$ cat config.mk
export PLATFORM = sky130hd
export DESIGN_NAME = sdq_ctrl
export DESIGN_NICKNAME = d
export VERILOG_FILES = /design/src/rtl/sdq_pkg.sv /design/src/rtl/sdq_ctrl.sv
export SDC_FILE = /design/constraint.sdc
export NUM_CORES = 1
export LEC_CHECK = 0
export BUFFER_PORTS_ARGS = -buffer_cell sky130_fd_sc_hd__buf_2
export CORE_AREA = 10 10 47 49
export DETAILED_ROUTE_END_ITERATION = 7
export DIE_AREA = 0 0 57 59
export GPL_TIMING_DRIVEN = 0
export PLACE_DENSITY = 0.36
export SLEW_MARGIN = 30
export SYNTH_ARGS = -nofsm -noshare
export SYNTH_HDL_FRONTEND = slang
export SYNTH_SLANG_ARGS = --single-unit
$ cat constraint.sdc
create_clock -name clk -period 1.2 [get_ports clk]
set_clock_uncertainty 0.2 [all_clocks]
set_input_delay 0.24 -clock clk [delete_from_list [all_inputs] [get_ports clk]]
set_output_delay 0.24 -clock clk [all_outputs]
set_load 0.05 [all_outputs]
$ cat src/rtl/sdq_pkg.sv
// types and constants for the segment deque
// no dependencies
package sdq_pkg;

  localparam int OP_W     = 3;
  localparam int PAY_W    = 64;
  localparam int DUR_W    = 32;
  localparam int SUM_W    = 40;
  localparam int CNT_W    = 6;

  localparam logic [OP_W-1:0] OP_PUSH       = 3'd0;
  localparam logic [OP_W-1:0] OP_FETCH      = 3'd1;
  localparam logic [OP_W-1:0] OP_DROP_BACK  = 3'd2;
  localparam logic [OP_W-1:0] OP_DROP_FRONT = 3'd3;
  localparam logic [OP_W-1:0] OP_CLEAR      = 3'd4;

  // commands from the sequencer to the datapath
  typedef struct packed {
    logic latch;   // capture the input beat
    logic rd;      // read head and back slots
    logic apply;   // perform the operation
    logic load;    // load the result registers
  } sdq_cmd_t;

endpackage

$ cat src/rtl/sdq_ctrl.sv
// sequencer for the segment deque: accept, read, apply, read, load
// depends on sdq_pkg
module sdq_ctrl (
  input  logic              clk,
  input  logic              rst_n,
  input  logic              start,
  output logic              busy,
  output sdq_pkg::sdq_cmd_t cmd
);

  localparam logic [2:0] ST_IDLE    = 3'd0;
  localparam logic [2:0] ST_RD_PRE  = 3'd1;
  localparam logic [2:0] ST_APPLY   = 3'd2;
  localparam logic [2:0] ST_RD_POST = 3'd3;
  localparam logic [2:0] ST_LOAD    = 3'd4;

  logic [2:0] state_r;
  logic [2:0] state_nxt;

  always_comb begin
    state_nxt = state_r;
    cmd       = '0;
    unique case (state_r)
      ST_IDLE: begin
        if (start) begin
          cmd.latch = 1'b1;
          state_nxt = ST_RD_PRE;
        end
      end
      ST_RD_PRE: begin
        cmd.rd    = 1'b1;
        state_nxt = ST_APPLY;
      end
      ST_APPLY: begin
        cmd.apply = 1'b1;
        state_nxt = ST_RD_POST;
      end
      ST_RD_POST: begin
        cmd.rd    = 1'b1;
        state_nxt = ST_LOAD;
      end
      ST_LOAD: begin
        cmd.load  = 1'b1;
        state_nxt = ST_IDLE;
      end
      default: state_nxt = ST_IDLE;
    endcase
  end

  always_ff @(posedge clk) begin
    if (!rst_n) begin
      state_r <= ST_IDLE;
    end else begin
      state_r <= state_nxt;
    end
  end

  assign busy = (state_r != ST_IDLE);

endmodule

# Word level (Yosys, flattened, before mapping)

Cells that the tools add are included.

Register bits after elaboration: 3
Bits of input ports: 3
Output and inout port bits: 5
Word-level logic and storage cells: 16

Eq/ne operators: 5
Multiplexer cells: 7
Reduce and logical (&&, ||, !) cells: 3

Operator list:

| kind                 | number |
|---|---|
| $pmux W3 S4          | 1 |
| $eq A3 B2 Y1 const B | 2 |
| $mux W1              | 5 |
| $eq A3 B1 Y1 const B | 1 |
| $eq A3 B3 Y1 const B | 1 |
| $logic_not A3 Y1     | 1 |
| $mux W3              | 1 |
| $reduce_bool A3 Y1   | 1 |
| $ne A2 B2 Y1 const B | 1 |
| $reduce_or A2 Y1     | 1 |

# Depth between registers and ports, before layout

Gate-level depths: netlist (run 1).

Depth after elaboration: 3
Mapped depth: 2
Depth with buffers taken out: 2

# Worst setup path before layout (run 1)

Ideal clock, no wire load.

Path type: register to output
Start: reg state_r[2]
End: out cmd[0] (netlist bit)
Data arrival time: 1564 ps
Required time: 760 ps
Path slack: -804 ps
Stages on the path, launching flop included: 2
Path buffers: 0
Cells stage by stage: dfxtp_1 > nor3b_1

RTL lines:

| item                   | RTL line       | text |
|---|---|---|
| start, declared        | sdq_ctrl.sv:17 | `logic [2:0] state_r;` |
| start signal, assigned | sdq_ctrl.sv:54 | `state_r <= state_nxt;` |
| end, declared          | sdq_ctrl.sv:8  | `output sdq_pkg::sdq_cmd_t cmd` |

==> results of run 1 <==
-- critical path, stage by stage, from the launching register on --
cell and delay [ps]:
dfxtp_4 330, or3_4 400, nor2_4 100, buf_8 150
-- metrics by stage --
| stage | cells | hold slack [ps] | setup TNS [ps] | area (um^2) |
|---|---|---|---|---|
| 2_1_floorplan | 14 | 193.2 | -842.9 | 177.7 |
| 4_1_cts | 43 | 85.06 | -1829 | 305.3 |
| 3_5_place_dp | 37 | 325.9 | -818.2 | 232.7 |
| 5_1_grt | 45 | 101.2 | -2329 | 336.6 |
| 3_3_place_gp | 37 | 315.1 | -713.5 | 232.7 |
| 6_report | 45 | 90.41 | -2042 | 336.6 |
-- worst paths after layout --
| kind | end | slack (ps) |
|---|---|---|
| worst max-delay path | cmd[3] | -450 |
| worst min-delay path | state_r[1] | 90 |
| worst max register to register | state_r[0] | -50 |
| worst min register to register | state_r[0] | 340 |
-- cell usage after synthesis --
cell	count
nor2_2	1
nor2_1	1
nor4b_1	1
dfxtp_1	3
inv_1	1
nor3b_1	3
and4b_2	1
xnor2_1	1
or3_4	1
nor2b_1	1
-- repair_timing --
item                       4_1_cts  5_1_grt
setup endpoints to repair        5        5
resized for setup               10        4
buffers inserted                 2        2
pin swaps                        2        2
gates cloned                     0        0
-- metal layers --
layer | up-vias | share of wire
met5 | - | 0
met4 | 0 | 0
met3 | 0 | 0.13
met2 | 8 | 0.37
met1 | 85 | 0.49
li1 | 79 | -
-- layout make-up --
class | instances | area, um^2 | share of cell area
Multi-Input combinational cell | 10 | 112.6 | 0.3346
Clock buffer | 4 | 26.28 | 0.07807
Sequential cell | 3 | 68.82 | 0.2045
Inverter | 1 | 3.754 | 0.01115
Timing Repair Buffer | 11 | 105.1 | 0.3123
Tap cell | 16 | 20.02 | 0.05948
-- logic make-up (layout without fill, tap and decap cells) --
group	Yosys count	after routing
xor+xnor	1	1
buf+inv	1	16
flops	3	3
simple gates	9	9
-- power breakdown --
part           switching, mW  total [mW]  internal [mW]
combinational          0.106       0.185         0.0787
clock                 0.0513       0.176          0.125
sequential            0.0135       0.123          0.109
total                  0.171       0.483          0.312
==> flow_summary.ini, run 1 <==
[floorplan]
die_y_um = 59
io_pins = 8
rows = 14
dieArea_um2 = 3363
start_util = 0.1018
core_um2 = 1401
die_width_um = 57

[sta]
hold_violations = 0
slew_viol_final = 0
fin_crit_sh = 1.372
slew_headroom = 0.8345
finalSetupViolCount = 7
worst_slack_ps = -446.3
tightestPinTransition_ps = 249.9
rsz0062_at_grt = yes
max_freq_mhz = 607.4
fin_crit_ps = 1646

[final_layout]
final_common_cell = buf_6
final_layout_size_suffix_gt1_frac = 0.8276
area_growth_pct = 136.0
layout_common_cells = buf_6, clkbuf_4, buf_2
nFillCells = 158
nets = 33
top_regs = state_r: 3 flops
largest_register_ffs = 3
antenna_cells = 0
postLayoutCoreUtil = 0.2402
regMostFlops = state_r

[global_routing]
grt_pass1_vias = 182
antenna_found_initial = 0
use_met3 = 0.03433
met1_usage = 0.03448
overflow = 0
gr-usage-met2 = 0.04341
grt_usage = 0.03156
grt_max_degree = 8
grt_first_pass_wirelength_um = 834
grt-busiest-layer = met2

[run_status]
run_status = finished, violations left
violations = setup timing

[logic_synthesis]
synth.distinct_cells = 10
synth-xor-area-share = 0.06140
yosys.area.top_type = dfxtp_1
synth_area_um2 = 142.6
synth.area.top_cells = dfxtp_1, nor3b_1, and4b_2
synth_cells = 14
synth_mux_area_frac = 0
synthAdderAreaFrac = 0
synth_top_area_frac = 0.4211
synthSimpleGateAreaFrac = 0.4912
synth_fp_nets = 17
ys_ff_latch = 3
synth_compound_area_frac = 0
syn_avg_cell_area_um2 = 10.19
ys_warn_count = 0
yosysSeqAreaShare = 0.4211
synth_top_family_by_area = simple AND/OR/NAND/NOR gates

[critical_path]
cp.required_ps = 760
end_kind = output pin
startpoint = state_r[2]
worstSetupStartpointType = register
arrival_ps = 1210
rr_worst_depth = 4
worstSetupPathType = reg -> out
crit_fanout = 2
regToRegStartpoint = state_r[2]

[placement]
place_congestion = 0.6137
place_ws_ps = -331.7
dpl.hpwl_um = 356.9
portBuffers = 7

[cts]
clock-sinks = 3
cts-root-buf = clkbuf_4
cts_tree = built
cts_buffer_depth = 2
htreeDepth = 1
cts_hold_buf = 0
clkSlewWorstSetupHoldPaths_ps = 40
cts_buffers = 3
clkLatencyLatePin_ps = 230

[worst_hold_path]
hold_class = in -> reg
hold_start = rst_n
whs_path_depth = 2

[drt]
drt-total-wl_um = 501
drc = 0
wire_per_inst_um = 11.13
drt_pass1_iterations = 2
route.vias.total = 172
ant_nets = 0
via_per_inst = 3.822
drtIter0Drc = 1

[pwr]
power_uw = 483.2
peakVddDrop_uv = 839.6
power.leakage_nw = 0.1445
p_per_area_nw_per_um2 = 1436

[run]
drv_cap = 0
(Power assumes the default switching activity.)
==> run 2, diff against run 1 <==
--- a/config.mk
+++ b/config.mk
@@ -6,12 +6,14 @@
 export NUM_CORES = 1
 export LEC_CHECK = 0
 export BUFFER_PORTS_ARGS = -buffer_cell sky130_fd_sc_hd__buf_2
-export CORE_AREA = 10 10 47 49
+export CORE_AREA = 2 2 39 41
 export DETAILED_ROUTE_END_ITERATION = 7
-export DIE_AREA = 0 0 57 59
+export DIE_AREA = 0 0 41 43
 export GPL_TIMING_DRIVEN = 0
 export PLACE_DENSITY = 0.36
+export RECOVER_POWER = 25
 export SLEW_MARGIN = 30
 export SYNTH_ARGS = -nofsm -noshare
 export SYNTH_HDL_FRONTEND = slang
 export SYNTH_SLANG_ARGS = --single-unit
+export TNS_END_PERCENT = 100
==> flow_summary.ini, run 2 (synthesized netlist as in run 1, its figures left out) <==
[final_layout]
layout_common_cells = buf_6, clkbuf_4, buf_2, buf_4, dfxtp_4
regMostFlops = state_r
top_regs = state_r: 3 flops
final_layout_size_suffix_gt1_frac = 0.7931
largest_register_ffs = 3
area_growth_pct = 133.3
antenna_cells = 0
postLayoutCoreUtil = 0.2405
nets = 33
final_common_cell = buf_6

[floorplan]
dieArea_um2 = 1763
die_width_um = 41
die_y_um = 43
io_pins = 8
rows = 14
start_util = 0.1031
core_um2 = 1384

[critical_path]
r2r-end = state_r[0]
worstSetupStartpointType = register
crit_fanout = 7
arrival_ps = 1200
crit_slowest_cell = dfxtp_4
cp_cell_sequence = or3_4 -> nor2_4 -> buf_6
crit_buf_inv = 1
worstSetupPathType = reg -> out
cp.required_ps = 760
slowest_delay_ps = 370
rr_worst_depth = 3
reg2reg_setup_slack_ps = 30
regToRegStartpoint = state_r[2]
critPathTopFamily = simple AND/OR/NAND/NOR gates
end_kind = output pin

[cts]
clkLatencyLatePin_ps = 230
cts_buffers = 3
clkSlewWorstSetupHoldPaths_ps = 40
cts-root-buf = clkbuf_4
cts_hold_buf = 0
htreeDepth = 1
cts_tree = built
cts_buffer_depth = 2
clock-sinks = 3

[global_routing]
grt-busiest-layer = met1
grt_pass1_vias = 155
use_met3 = 0.06283
met1_usage = 0.07348
grt_usage = 0.06313
overflow = 0
gr-usage-met2 = 0.06875
grt_first_pass_wirelength_um = 655
grt_max_degree = 8
antenna_found_initial = 0

[drt]
wire_per_inst_um = 8.689
drt-total-wl_um = 391
via_per_inst = 3.444
drt_pass1_iterations = 3
drtIter0Drc = 4
route.vias.total = 155
ant_nets = 0
drc = 0

[sta]
finalSetupViolCount = 5
worst_slack_ps = -437.3
slew_viol_final = 0
max_freq_mhz = 610.8
rsz0062_at_grt = yes
tightestPinTransition_ps = 227.7
fin_crit_sh = 1.364
fin_crit_ps = 1637
hold_violations = 0
tns_ps = -1659
slew_headroom = 0.8461

[pwr]
peakVddDrop_uv = 383.9
power_uw = 478.3
p_per_area_nw_per_um2 = 1437
power.leakage_nw = 0.1398

[worst_hold_path]
hold_path_end = state_r[1]
hold_class = in -> reg
whs_path_depth = 2
hold_start = rst_n

[run]
drv_cap = 0

[placement]
place_congestion = 0.5140
portBuffers = 7

[run_status]
run_status = finished, violations left
violations = setup timing
## run 2: cell counts in the layout (fill, tap and decap cells not counted)
Identical to the previous run, type by type.
## run 2: power by group
group	total, mW	switching (mW)	internal, mW	leakage, nW
clock network	0.174	0.0496	0.124	0.0150
registers	0.122	0.0134	0.109	0.0267
logic	0.182	0.104	0.0783	0.0981
total	0.478	0.167	0.311	0.140
## run 2: timing repair
action | 4_1_cts | 5_1_grt
pin swaps | 3 | 1
gates cloned | 0 | 0
gates resized for setup | 13 | 1
setup endpoints to repair | 5 | 8
buffers inserted | 5 | 0
## run 2: area by class of cell
cell class                      count  area, um^2
Clock buffer                        4       26.28
Fill cell                         153        1051
Inverter                            1       3.754
Multi-Input combinational cell     10       113.9
Sequential cell                     3       71.32
Tap cell                           16       20.02
Timing Repair Buffer               11       97.59
## run 2: metrics by stage
stage / worst slack [ps] / area, um^2 / hold WS [ps] / instances
5_1_grt: -489.1 / 332.8 / 73.93 / 45
2_1_floorplan: -366.2 / 177.7 / 193.2 / 14
4_1_cts: -448.1 / 340.3 / 81.54 / 46
3_3_place_gp: -308.9 / 232.7 / 309.5 / 37
3_5_place_dp: -318.8 / 232.7 / 319.0 / 37
6_report: -437.3 / 332.8 / 89.81 / 45
## run 2: per-layer routing
metal,wire length (um),share of wire
met5,0,0
met4,0,0
met3,53,0.14
met2,158,0.40
met1,180,0.46
## run 2: worst max path at each step
stage | startpoint | endpoint | slack (ps) | depth (start not counted)
after detailed placement | state_r[1] | cmd[3] | -320 | 3
after CTS | state_r[2] | cmd[3] | -450 | 3
after floorplan | state_r[1] | cmd[3] | -370 | 2
after global placement | state_r[1] | cmd[3] | -310 | 3
after global routing | state_r[1] | cmd[3] | -490 | 3
final | state_r[0] | cmd[3] | -440 | 3
